## config.mk

```make
export PLATFORM = sky130hd
export DESIGN_NAME = sorted_byte_list_insert_delete_flat
export DESIGN_NICKNAME = d
export VERILOG_FILES = /design/src/sv/sbl_pkg.sv /design/src/sv/sbl_if.sv /design/src/sv/sorted_byte_list_insert_delete.sv /design/src/sv/sbl_cell.sv /design/src/flat_wrapper.sv
export SDC_FILE = /design/constraint.sdc
export NUM_CORES = 1
export LEC_CHECK = 0
export BUFFER_PORTS_ARGS = -buffer_cell sky130_fd_sc_hd__buf_2
export CORE_ASPECT_RATIO = 2
export CORE_MARGIN = 2
export CORE_UTILIZATION = 45
export CTS_CLUSTER_DIAMETER = 40
export DETAILED_ROUTE_END_ITERATION = 8
export GPL_ROUTABILITY_DRIVEN = 1
export PLACE_DENSITY = 0.68
export SLEW_MARGIN = 20
export SYNTH_ARGS = -nofsm -noshare
export SYNTH_HDL_FRONTEND = slang
export SYNTH_SLANG_ARGS = --single-unit
```

## constraint.sdc

```tcl
create_clock -name clk_i -period 3.9 [get_ports clk_i]
set_clock_uncertainty 0.2 [all_clocks]
set_input_delay 0.195 -clock clk_i [delete_from_list [all_inputs] [get_ports clk_i]]
set_output_delay 0.195 -clock clk_i [all_outputs]
set_load 0.05 [all_outputs]
```

## src/sv/sbl_pkg.sv

```systemverilog
// Package for the sorted byte list: capacity, widths, command and status codes,
// the control state type and the word broadcast along the chain of cells.
// Has no dependencies; every other file in sv/ uses it.
package sbl_pkg;

  localparam int unsigned Capacity = 16;
  localparam int unsigned CountW   = $clog2(Capacity + 1);
  localparam int unsigned ValueW   = 8;
  localparam int unsigned StatusW  = 3;
  localparam int unsigned EntryCntW = 5;

  typedef enum logic {
    CMD_INSERT = 1'b0,
    CMD_DELETE = 1'b1
  } cmd_e;

  typedef enum logic [StatusW-1:0] {
    STAT_INSERTED  = 3'd0,
    STAT_DELETED   = 3'd1,
    STAT_NOT_FOUND = 3'd2,
    STAT_EMPTY     = 3'd3,
    STAT_FULL      = 3'd4
  } status_e;

  typedef enum logic {
    ST_IDLE = 1'b0,
    ST_EXEC = 1'b1
  } state_e;

  // Broadcast to every cell of the chain.
  typedef struct packed {
    logic [ValueW-1:0] value;
    logic              ins_en;
    logic              del_en;
  } cell_ctl_t;

endpackage

```

## src/sv/sbl_if.sv

```systemverilog
// Valid/ready channel interfaces for the command and result transfers.
// Depends on sbl_pkg for the payload widths.
interface sbl_cmd_if;
  logic                      valid;
  logic                      ready;
  logic                      command;
  logic [sbl_pkg::ValueW-1:0] value;

  modport source (output valid, command, value, input ready);
  modport sink   (input valid, command, value, output ready);
endinterface

interface sbl_res_if;
  logic                         valid;
  logic                         ready;
  logic [sbl_pkg::StatusW-1:0]  status;
  logic [sbl_pkg::EntryCntW-1:0] entry_count;
  logic [sbl_pkg::ValueW-1:0]   smallest;

  modport source (output valid, status, entry_count, smallest, input ready);
  modport sink   (input valid, status, entry_count, smallest, output ready);
endinterface

```

## src/sv/sorted_byte_list_insert_delete.sv

```systemverilog
// Top level of the sorted byte list: command/result handshakes, entry count,
// status decode and the chain of sbl_cell instances.
// Depends on sbl_pkg, sbl_if (sbl_cmd_if, sbl_res_if) and sbl_cell.
//
//   Channel   Direction  Payload                          Transfer when
//   cmd_i     in         command, value                   cmd_i.valid && cmd_i.ready
//   res_o     out        status, entry_count, smallest    res_o.valid && res_o.ready
//
// The transfer cycle registers each command; in its execute cycle every cell
// compares its entry with the value and shifts in one step while the result is
// written into the output register.
// A new command is taken once the block is back in idle; a result still held
// back by the sink then stalls the execute cycle of that following command.
// Reset clears the control state and the entry count; entries are not cleared.
module sorted_byte_list_insert_delete (
  input  logic clk_i,
  input  logic rst_ni,
  sbl_cmd_if.sink   cmd_i,
  sbl_res_if.source res_o
);
  import sbl_pkg::*;

  state_e state_q, state_d;

  // The command held for its execute cycle.
  logic              cmd_q;
  logic [ValueW-1:0] value_q;

  logic [CountW-1:0] count_q, count_d;

  // Result register, which parts the cells from the sink.
  logic                 out_valid_q, out_valid_d;
  logic [StatusW-1:0]   status_q, status_d;
  logic [EntryCntW-1:0] out_count_q;
  logic [ValueW-1:0]    smallest_q, smallest_d;

  logic      go, is_insert, is_full, is_empty, found;
  cell_ctl_t ctl;

  logic [Capacity-1:0]             lt_vec, eq_vec, occ_vec;
  logic [Capacity-1:0][ValueW-1:0] entry_vec, entry_d_vec;

  // The execute cycle goes ahead only when the result register is free
  // or is being emptied in the same cycle.
  assign go        = (state_q == ST_EXEC) && (!out_valid_q || res_o.ready);
  assign is_insert = (cmd_q == CMD_INSERT);
  assign is_full   = (count_q == CountW'(Capacity));
  assign is_empty  = (count_q == '0);
  assign found     = |eq_vec;

  assign ctl.value  = value_q;
  assign ctl.ins_en = go && is_insert && !is_full;
  assign ctl.del_en = go && !is_insert && found;

  // The chain. Cell 0 sees a virtual left neighbour that is below every
  // value, so an insert lands there when no entry is smaller. The last cell
  // takes its own entry on a delete; that entry then lies above the count.
  for (genvar i = 0; i < Capacity; i++) begin : g_cell
    logic              left_lt;
    logic [ValueW-1:0] left_entry, right_entry;

    assign occ_vec[i] = (CountW'(i) < count_q);

    if (i == 0) begin : g_first
      assign left_lt    = 1'b1;
      assign left_entry = value_q;
    end else begin : g_mid
      assign left_lt    = lt_vec[i-1];
      assign left_entry = entry_vec[i-1];
    end

    if (i == Capacity - 1) begin : g_last
      assign right_entry = entry_vec[i];
    end else begin : g_inner
      assign right_entry = entry_vec[i+1];
    end

    sbl_cell u_cell (
      .clk_i         (clk_i),
      .ctl_i         (ctl),
      .occ_i         (occ_vec[i]),
      .left_lt_i     (left_lt),
      .left_entry_i  (left_entry),
      .right_entry_i (right_entry),
      .entry_o       (entry_vec[i]),
      .entry_d_o     (entry_d_vec[i]),
      .lt_o          (lt_vec[i]),
      .eq_o          (eq_vec[i])
    );
  end

  // Next state, count, status and result register.
  always_comb begin
    state_d     = state_q;
    count_d     = count_q;
    status_d    = STAT_NOT_FOUND;
    out_valid_d = out_valid_q && !res_o.ready;

    if (is_insert) begin
      status_d = is_full ? STAT_FULL : STAT_INSERTED;
    end else if (is_empty) begin
      status_d = STAT_EMPTY;
    end else if (found) begin
      status_d = STAT_DELETED;
    end

    if (ctl.ins_en) begin
      count_d = count_q + 1'b1;
    end else if (ctl.del_en) begin
      count_d = count_q - 1'b1;
    end

    // The head is read from what cell 0 is about to hold.
    smallest_d = (count_d != '0) ? entry_d_vec[0] : '0;

    case (state_q)
      ST_IDLE: begin
        if (cmd_i.valid) begin
          state_d = ST_EXEC;
        end
      end
      ST_EXEC: begin
        if (go) begin
          state_d     = ST_IDLE;
          out_valid_d = 1'b1;
        end
      end
      default: begin
        state_d = ST_IDLE;
      end
    endcase
  end

  assign cmd_i.ready = (state_q == ST_IDLE);

  always_ff @(posedge clk_i or negedge rst_ni) begin
    if (!rst_ni) begin
      state_q     <= ST_IDLE;
      count_q     <= '0;
      out_valid_q <= 1'b0;
    end else begin
      state_q     <= state_d;
      count_q     <= count_d;
      out_valid_q <= out_valid_d;
    end
  end

  always_ff @(posedge clk_i) begin
    if (cmd_i.valid && cmd_i.ready) begin
      cmd_q   <= cmd_i.command;
      value_q <= cmd_i.value;
    end
    if (go) begin
      status_q    <= status_d;
      out_count_q <= EntryCntW'(count_d);
      smallest_q  <= smallest_d;
    end
  end

  assign res_o.valid       = out_valid_q;
  assign res_o.status      = status_q;
  assign res_o.entry_count = out_count_q;
  assign res_o.smallest    = smallest_q;

`ifndef SYNTHESIS
  // The count never goes beyond the capacity.
  a_count_bound: assert property (@(posedge clk_i) disable iff (!rst_ni)
    count_q <= CountW'(Capacity))
    else $error("entry count above capacity");

  // The count moves by at most one per command.
  a_count_step: assert property (@(posedge clk_i) disable iff (!rst_ni)
    !$stable(count_q) |-> (count_q == $past(count_q) + 1'b1) ||
                          (count_q + 1'b1 == $past(count_q)))
    else $error("entry count moved by more than one");

  // The stored entries stay sorted: the cells below the value form a prefix.
  a_sorted: assert property (@(posedge clk_i) disable iff (!rst_ni)
    (lt_vec & (lt_vec + 1'b1)) == '0)
    else $error("entries out of order");

  // A new result appears only at the end of an execute cycle.
  a_result_src: assert property (@(posedge clk_i) disable iff (!rst_ni)
    $rose(out_valid_q) |-> $past(state_q) == ST_EXEC)
    else $error("result without a command");

  // A refused or failed command leaves the count alone.
  a_no_change: assert property (@(posedge clk_i) disable iff (!rst_ni)
    go && (status_d == STAT_FULL || status_d == STAT_EMPTY ||
           status_d == STAT_NOT_FOUND) |=> $stable(count_q))
    else $error("count changed by a refused command");
`endif

endmodule

```

## src/sv/sbl_cell.sv

```systemverilog
// One cell of the sorted chain: holds one entry, compares it with the broadcast
// value and takes its own, the new or a neighbour's entry. Depends on sbl_pkg.
module sbl_cell (
  input  logic                       clk_i,
  input  sbl_pkg::cell_ctl_t         ctl_i,
  input  logic                       occ_i,
  input  logic                       left_lt_i,
  input  logic [sbl_pkg::ValueW-1:0] left_entry_i,
  input  logic [sbl_pkg::ValueW-1:0] right_entry_i,
  output logic [sbl_pkg::ValueW-1:0] entry_o,
  output logic [sbl_pkg::ValueW-1:0] entry_d_o,
  output logic                       lt_o,
  output logic                       eq_o
);
  import sbl_pkg::*;

  logic [ValueW-1:0] entry_q, entry_d;

  // An occupied entry below the value stays where it is for both commands.
  assign lt_o = occ_i && (entry_q < ctl_i.value);
  assign eq_o = occ_i && (entry_q == ctl_i.value);

  always_comb begin
    entry_d = entry_q;
    if (ctl_i.ins_en && !lt_o) begin
      entry_d = left_lt_i ? ctl_i.value : left_entry_i;
    end else if (ctl_i.del_en && !lt_o) begin
      entry_d = right_entry_i;
    end
  end

  always_ff @(posedge clk_i) begin
    entry_q <= entry_d;
  end

  assign entry_o   = entry_q;
  assign entry_d_o = entry_d;

endmodule

```

## src/flat_wrapper.sv

```systemverilog
// flat-port wrapper written by rule: the top's interface ports become plain ports
module sorted_byte_list_insert_delete_flat import sbl_pkg::*;
  (clk_i, rst_ni, cmd_i_valid, cmd_i_command, cmd_i_value, cmd_i_ready, res_o_valid, res_o_status, res_o_entry_count, res_o_smallest, res_o_ready);
  sbl_cmd_if cmd_i_i ();
  sbl_res_if res_o_i ();
  input  logic clk_i;
  input  logic rst_ni;
  input wire logic [$bits(cmd_i_i.valid)-1:0] cmd_i_valid;
  input wire logic [$bits(cmd_i_i.command)-1:0] cmd_i_command;
  input wire logic [$bits(cmd_i_i.value)-1:0] cmd_i_value;
  output wire logic [$bits(cmd_i_i.ready)-1:0] cmd_i_ready;
  output wire logic [$bits(res_o_i.valid)-1:0] res_o_valid;
  output wire logic [$bits(res_o_i.status)-1:0] res_o_status;
  output wire logic [$bits(res_o_i.entry_count)-1:0] res_o_entry_count;
  output wire logic [$bits(res_o_i.smallest)-1:0] res_o_smallest;
  input wire logic [$bits(res_o_i.ready)-1:0] res_o_ready;
  assign cmd_i_i.valid = cmd_i_valid;
  assign cmd_i_i.command = cmd_i_command;
  assign cmd_i_i.value = cmd_i_value;
  assign cmd_i_ready = cmd_i_i.ready;
  assign res_o_valid = res_o_i.valid;
  assign res_o_status = res_o_i.status;
  assign res_o_entry_count = res_o_i.entry_count;
  assign res_o_smallest = res_o_i.smallest;
  assign res_o_i.ready = res_o_ready;
  sorted_byte_list_insert_delete u_core (.clk_i(clk_i), .rst_ni(rst_ni), .cmd_i(cmd_i_i), .res_o(res_o_i));
endmodule
```

# After elaboration in Yosys (flattened, before gate mapping)
# Index checks and enable logic that the tools add are counted.
totals:
  output_inout_bits: 18
  elab_cells: 240
  register_bits: 160
  input_bits: 13
classes:
  n_lt_le_gt_ge: 32
  n_eq_ne: 17
  reduce_logical: 107
  n_bitwise: 2
  n_addsub: 2
  muxes: 56
ops:
  columns: ["op", "n"]
  rows:
  - ["8-bit 2-to-1 mux", 45]
  - ["8-bit == test", 16]
  - ["8-bit < comparator", 16]
  - ["1-bit logical AND", 70]
  - ["4-bit by 5-bit < comparator with 1-bit output, first input constant", 8]
  - ["2-bit nonzero test", 14]
  - ["3-bit by 5-bit < comparator with 1-bit output, first input constant", 4]
  - ["1-bit logical NOT", 19]
  - ["16-bit OR reduction", 1]
  - ["1-bit by 5-bit < comparator with 1-bit output, first input constant", 2]
  - ["2-bit by 5-bit < comparator with 1-bit output, first input constant", 2]
  - ["5-bit 2-to-1 mux", 2]
  - ["3-bit 2-to-1 mux", 2]
  - ["5-bit by 1-bit adder with 5-bit output, second input constant", 1]
  - ["5-bit == test, second input constant", 1]
  - ["5-bit logical NOT", 1]
  - ["5-bit nonzero test", 1]
  - ["5-bit by 1-bit subtractor with 5-bit output, second input constant", 1]
  - ["1-bit 2-to-1 mux", 4]
  - ["2-bit 2-to-1 mux", 2]
  - ["1-bit NOT", 2]
  - ["1-bit one-hot mux with 2 select lines", 1]
  - ["1-bit logical OR", 1]

# Depth between registers and ports, before layout
# Gate-level depths: netlist of the first run.
logic_depth:
  word_depth: 8
  depth_mapped: 13
  ltp_nobuf: 10

# Modules after synthesis
# A second synthesis of the first run with hierarchy kept.
hier_totals:
  hier_cells: 1192
  area_unflattened_um2: 12135.4
by_module_without_submodules:
  columns: ["mod", "instances", "seq_area_each_um2", "area_per_inst_um2", "cells_each"]
  rows:
  - ["sbl_cell", 16, 160.2, 651.9, 66]
  - ["sorted_byte_list_insert_delete", 1, 925.9, 1705.4, 136]

# Worst setup path after synthesis of the first run
# OpenSTA, ideal clock, no wires.
synth_timing:
  kind: "register to register"
  from: "register u_core.value_q[3] (netlist: u_core.g_cell[0].left_entry[3])"
  to: "register u_core.g_cell[9].u_cell.entry_q[1], data pin"
  period_less_slack_ps: 3249
  stages_incl_launch_ff: 11
  arrival_time_ps: 2790
  required_ps: 3440
  setup_ps: 260
  path_slack_ps: 651
  n_path_buf: 0
  path_cell_list: "edfxtp_1 -> inv_1 -> ha_1 -> a21o_1 -> a21oi_1 -> nor2b_1 -> o31a_1 -> o21ai_0 -> nand2_1 -> nand2_1 -> mux2_2"
synth_rtl:
  columns: ["element", "line_no", "text"]
  rows:
  - ["start: declaration", "sorted_byte_list_insert_delete.sv:27", "logic [ValueW-1:0] value_q;"]
  - ["start signal: assignment", "sorted_byte_list_insert_delete.sv:151", "value_q <= cmd_i.value;"]
  - ["end signal: assignment", "sbl_cell.sv:33", "entry_q <= entry_d;"]
  - ["end: declaration", "sbl_cell.sv:17", "logic [ValueW-1:0] entry_q, entry_d;"]

==> reports/qor.txt, run 1 <==
crit path DAT: 3680 ps
CTS tree: done
critical-path cell list: inv_1, buf_12, ha_1, nand4_1, a211oi_1, nor4_2, nand3_2, buf_4, o211ai_4, mux2i_1, a21oi_2, a21boi_1
Synth cell types: 62
Primary FF master, synth: edfxtp_1
slowest stage delay, CP: 480 ps
Port Buffers: 30
Initial Utilization: 0.454
kind of critical path: flop to flop
Antenna diodes: 0
Worst slew margin: 0.339
Leak: 5.39 nW
die area: 25800 µm²
peak fanout along the critical path: 16
Num CTS Buffers: 17
worst reg-to-reg path cell count: 12
clk sinks: 160
reg-to-reg critical path startpoint: u_core.g_cell[0].left_entry[5]$_DFFE_PP_
sequential fraction of the synthesis area: 0.426
Top Family by Delay on Critical Path: simple AND/OR/NAND/NOR gates
DRC Markers: 0
async set-reset flop share out of synthesis: 0.0438
worst path bufs/invs: 3
drt first pass iters: 5
Slowest-stage cell, CP: nor4_2
Area growth, synth to finish: 13.5%
Pwr per Cell Area: 614 nW/µm²
CP required: 3880 ps
# rows: 81
reg2reg setup slack: 200 ps
Total Neg Setup Slack: 0 ps
Slew Viols, Final: 0
maxcap violations: 0
FF-to-FF End: u_core.res_o.smallest[1]$_SDFFCE_PN0P_
fill count: 2137
root buf cell: clkbuf_16
crit path to: u_core.res_o.smallest[1]$_SDFFCE_PN0P_
Setup crit end kind: flop
Layout Cells excl Fill: 1443
total track usage: 0.252
vias in the first global route: 8696
RSZ-0062 raised after global routing: no
antenna violations before repair: 0
Mapped Nets: 1223
Cell Area, Synth: 11000 µm²
first-pass GRT wire length: 49.1 mm
maximum clock frequency: 270 MHz
endpoints failing hold: 0
post-synthesis register bit count: 160
number of enable flip-flop cells after synthesis: 145
setup bufs post-CTS: 0
largest net degree at the start of global routing: 33
GP Congestion: 0.899
Final period util: 0.948
Die Wd: 115 µm
placed insts: 1398
combinational share of power: 0.423
GRT Residual Overflow: 0
total I/O pin count: 31
Gate Count Post-Synth: 1078
Vias/cell: 6.14
Syn. warnings: 0
vias post-DR: 8862
clock share of power: 0.223
routed length per instance: 22.1 µm
VDD IR-drop max: 0.350 mV
sequential share of power: 0.354
clock latency on the worst-skew pair: 450 ps
NetSw: 3.07 mW
Chip Height: 225 µm
DRT antenna net count: 0
final setup violation count: 0
Crit. path cell count: 12
sw frac: 0.400
share of cells above drive strength 1: 0.127
CP startpoint: u_core.g_cell[0].left_entry[5]$_DFFE_PP_
status: complete, no violations
clk buf depth: 2
HP Class: primary input to flop
Slew @ Worst Pin: 991 ps
WL final: 31.9 mm
Startpoint Class: flop
Mean Syn Cell Area: 10.2 µm²
fin crit period: 3700 ps
Internal Power: 4.59 mW
Worst-path clk slew: 70 ps
H-tree levels: 4
core area: 24200 µm²
DRC marker count from the first detailed-route iteration: 904
Final nets: 1285
DP Wirelength: 23.0 mm
[worst min path at each step]
stage | slack (ps) | to | depth (start not counted) | from
4_1_cts | 240 | u_core.g_cell[0].left_entry[0]$_DFFE_PP_ | 2 | cmd_i_value[0]
2_1_floorplan | -300 | u_core.count_q[0]$_DFF_PN0_ | 0 | rst_ni
6_report | 260 | u_core.g_cell[0].left_entry[0]$_DFFE_PP_ | 2 | cmd_i_value[0]
5_1_grt | 280 | u_core.cmd_q$_DFFE_PP_ | 2 | cmd_i_command
3_3_place_gp | -150 | u_core.state_q$_DFF_PN0_ | 1 | rst_ni
3_5_place_dp | -150 | u_core.res_o.valid$_DFF_PN0_ | 1 | rst_ni
[metrics by stage]
stage                     hold slack [ps]  instance area [µm²]   util  power, mW  setup WS (ps)
after floorplan                      -301                11000      -       4.92            651
after global placement               -154                11700  0.485       5.82           96.3
after detailed placement             -152                11700  0.485       5.92           42.9
after CTS                             245                12500  0.515       7.64           19.2
after global routing                  280                12500  0.515       8.09           26.1
final                                 256                12500  0.515       7.66            202
[state kept, by name (all words and copies together), names as in the netlist]
signal                        flops
u_core.cmd_q                      1
u_core.count_q                    5
u_core.g_cell.left_entry          8
u_core.g_cell.u_cell.entry_o    128
u_core.res_o.entry_count          5
u_core.res_o.smallest             8
u_core.res_o.status               3
u_core.res_o.valid                1
u_core.state_q                    1
[kinds of logic (layout without fill, tap and decap cells)]
logic type	after synthesis	count (layout)	share of synthesized area
compound gates	299	299	0.167
fa+ha+maj	132	132	0.150
mux	103	103	0.0947
simple gates	282	282	0.123
xor+xnor	1	1	0.00148
buf+inv	101	176	0.0370
flops	160	160	0.426
[power groups by stage]
stage | combinational [mW] | clock, mW | sequential [mW]
after CTS | 3.22 | 1.73 | 2.70
after global routing | 3.58 | 1.78 | 2.73
final | 3.24 | 1.71 | 2.71
after detailed placement | 3.19 | 0 | 2.73
after floorplan | 2.11 | 0 | 2.81
after global placement | 3.09 | 0 | 2.73
[synthesized netlist by cell type, drive strengths merged (16+ instances only)]
master / instances / area [µm²]
nand4: 31 / 194
inv: 45 / 169
ha: 132 / 1650
nor2: 64 / 243
nand2b: 16 / 100
a31oi: 16 / 100
edfxtp: 145 / 4350
nor2b: 30 / 188
o21ai: 121 / 606
clkbuf: 39 / 146
nand2: 116 / 435
buf: 17 / 91.3
mux2i: 95 / 951
a21oi: 86 / 460
[layout make-up]
cell class | count | area, µm² | area share
Multi-Input combinational cell | 817 | 5910 | 0.474
Inverter | 45 | 169 | 0.0135
Timing Repair Buffer | 99 | 738 | 0.0591
Clock inverter | 4 | 27.5 | 0.00221
Clock buffer | 28 | 582 | 0.0466
Tap cell | 290 | 363 | 0.0291
Sequential cell | 160 | 4690 | 0.376
[cell usage in the layout (no fill, tap or decap), types with 9 or more instances in the layout]
master         netlist  routed
edfxtp_1           145     145
ha_1               132     132
o21ai_0            119     119
nand2_1            116     116
mux2i_1             95      95
a21oi_1             78      78
nor2_1              63      63
buf_4                3      53
inv_1               43      43
nand4_1             31      31
nor2b_1             30      30
buf_2                7      30
clkbuf_16            0      21
a31oi_1             16      16
nand2b_1            16      16
dlygate4sd3_1        0      13
a21o_1              10      10
a211oi_1             9       9
[routing by layer]
layer	part of all wire	routed length (µm)	GRT usage	vias to the layer above
li1	-	-	-	4155
met1	0.41	12900	0.321	4292
met2	0.49	15700	0.419	334
met3	0.062	1970	0.0331	81
met4	0.041	1320	0.122	0
met5	0	0	0	-
[timing repair]
item	CTS	global route
hold buffers	13	0
resized for setup	0	2
endpoints found under the hold margin	18	0
endpoints found under the setup margin	0	25
Note: power is estimated with default switching activity, not from simulation.
==> run 2, diff against run 1 <==
==> constraint.sdc (replaced) <==
create_clock -name clk_i -period 3.9 [get_ports clk_i]
set_clock_uncertainty 0.2 [all_clocks]
set_input_delay 0.78 -clock clk_i [delete_from_list [all_inputs] [get_ports clk_i]]
set_output_delay 0.78 -clock clk_i [all_outputs]
set_load 0.05 [all_outputs]
==> run 2 against run 1 <==
Highest routed layer unchanged. Wire length decreased by 0.19%. Critical path type unchanged. Die area unchanged. Maximum frequency is 1.5% higher. Sequential cell count unchanged. Combinational power is essentially flat. Sequential power is essentially flat. Hold slack better by 53 ps.
==> reports/qor.txt, run 2 (synthesized netlist as in run 1, its figures left out) <==
status: complete, no violations
slowest stage delay, CP: 420 ps
clk buf depth: 2
Setup crit end kind: flop
final core occ: 0.511
clk sinks: 160
combinational share of power: 0.423
sw frac: 0.405
clock latency on the worst-skew pair: 450 ps
routed length per instance: 22.3 µm
drt first pass iters: 5
endpoints failing hold: 0
peak fanout along the critical path: 10
Slew Viols, Final: 0
crit path DAT: 3620 ps
HP Class: primary input to flop
vias in the first global route: 8788
total track usage: 0.253
fin crit period: 3640 ps
Initial Utilization: 0.454
Final period util: 0.934
clock share of power: 0.225
Die Wd: 115 µm
total I/O pin count: 31
DRC Markers: 0
Final nets: 1274
Pwr per Cell Area: 621 nW/µm²
# rows: 81
Startpoint Class: flop
Slew @ Worst Pin: 1000 ps
cell area after layout: 12400 µm²
VDD IR-drop max: 0.330 mV
Internal Power: 4.57 mW
share of cells above drive strength 1: 0.133
Port Buffers: 30
DRT antenna net count: 0
Num CTS Buffers: 17
maximum clock frequency: 275 MHz
maxcap violations: 0
critical-path cell list: inv_1, buf_4, ha_1, nand4_1, nor3_1, nor4_1, nand3_2, o2111a_1, a311o_1, nor4_4, a21boi_1
total power: 7.69 mW
commonest cells after routing, fill and taps aside: edfxtp_1, ha_1, o21ai_0
Vias/cell: 6.13
antenna violations before repair: 0
Total Neg Setup Slack: 0 ps
max reg flops: 128
Worst slew margin: 0.331
WL final: 31.9 mm
core area: 24200 µm²
sequential share of power: 0.352
Leak: 5.35 nW
Area growth, synth to finish: 12.6%
NetSw: 3.12 mW
fill count: 2160
largest net degree at the start of global routing: 33
Worst-path clk slew: 70 ps
GRT Residual Overflow: 0
vias post-DR: 8778
first-pass GRT wire length: 48.9 mm
dpl cell area: 11700 µm²
placed insts: 1399
Slowest-stage cell, CP: nor4_1
DRC marker count from the first detailed-route iteration: 757
worst path bufs/invs: 2
Layout Cells excl Fill: 1432
die area: 25800 µm²
CTS tree: done
DP Wirelength: 23.2 mm
GP Congestion: 0.902
H-tree levels: 4
RSZ-0062 raised after global routing: no
Top Family by Delay on Critical Path: simple AND/OR/NAND/NOR gates
most common cell after layout, fill and taps aside: edfxtp_1
Chip Height: 225 µm
Antenna diodes: 0
final setup violation count: 0
root buf cell: clkbuf_16
kind of critical path: flop to flop
CP required: 3880 ps
## run 2: cell types whose count changed in the layout (fill, tap and decap cells not counted), moves of 3 or more
cell / delta
clkbuf_1: -4
dlygate4sd3_1: -12
inv_6: +4
clkbuf_8: -3
inv_4: -3
## run 2: routing by layer
layer / track usage / routed length [µm] / share of wire
met5: 0 / 0 / 0
met4: 0.150 / 1870 / 0.059
met3: 0.0401 / 1960 / 0.061
met2: 0.411 / 15200 / 0.48
met1: 0.314 / 12900 / 0.40
## run 2: cell type report
| class | instances | area, µm² | share of cell area |
|---|---|---|---|
| tap | 290 | 363 | 0.0293 |
| clock inverter | 12 | 116 | 0.00940 |
| inverter | 45 | 169 | 0.0136 |
| multi-input combinational | 817 | 5910 | 0.478 |
| timing repair buffer | 88 | 626 | 0.0505 |
| clock buffer | 20 | 500 | 0.0404 |
| sequential | 160 | 4690 | 0.379 |
## run 2: repair_timing
action / in CTS / in global routing
buffers inserted: 0 / 0
endpoints found under the hold margin: 7 / 0
endpoints found under the setup margin: 2 / 9
gates cloned: 0 / 0
pin swaps: 0 / 1
hold buffers: 1 / 0
resized for setup: 1 / 1
## run 2: power by group through the flow
stage          Combinational, mW  Sequential [mW]  Clock [mW]
2_1_floorplan               2.11             2.81           0
3_3_place_gp                3.10             2.73           0
3_5_place_dp                3.21             2.73           0
4_1_cts                     3.23             2.70        1.75
5_1_grt                     3.59             2.73        1.81
6_report                    3.25             2.71        1.73
## run 2: through the flow
step / setup WS (ps) / hold WS (ps)
global route: 27.8 / 298
finish: 257 / 309
detailed placement: 24.0 / 357
CTS: 164 / 289
global placement: 97.8 / 333
floorplan: 651 / 284
## run 2: path summary, 6_finish.rpt
kind	start	endpoint	slack, ps	depth (start not counted)
min	cmd_i_value[0]	u_core.g_cell[0].left_entry[0]$_DFFE_PP_	310	1
max in group asynchronous	rst_ni	u_core.count_q[3]$_DFF_PN0_	2820	2
max	u_core.g_cell[0].left_entry[1]$_DFFE_PP_	u_core.res_o.smallest[3]$_SDFFCE_PN0P_	260	11
min in group asynchronous	rst_ni	u_core.count_q[0]$_DFF_PN0_	500	2
max reg2reg	u_core.g_cell[0].left_entry[1]$_DFFE_PP_	u_core.res_o.smallest[3]$_SDFFCE_PN0P_	260	11
min reg2reg	u_core.state_q$_DFF_PN0_	u_core.state_q$_DFF_PN0_	370	2
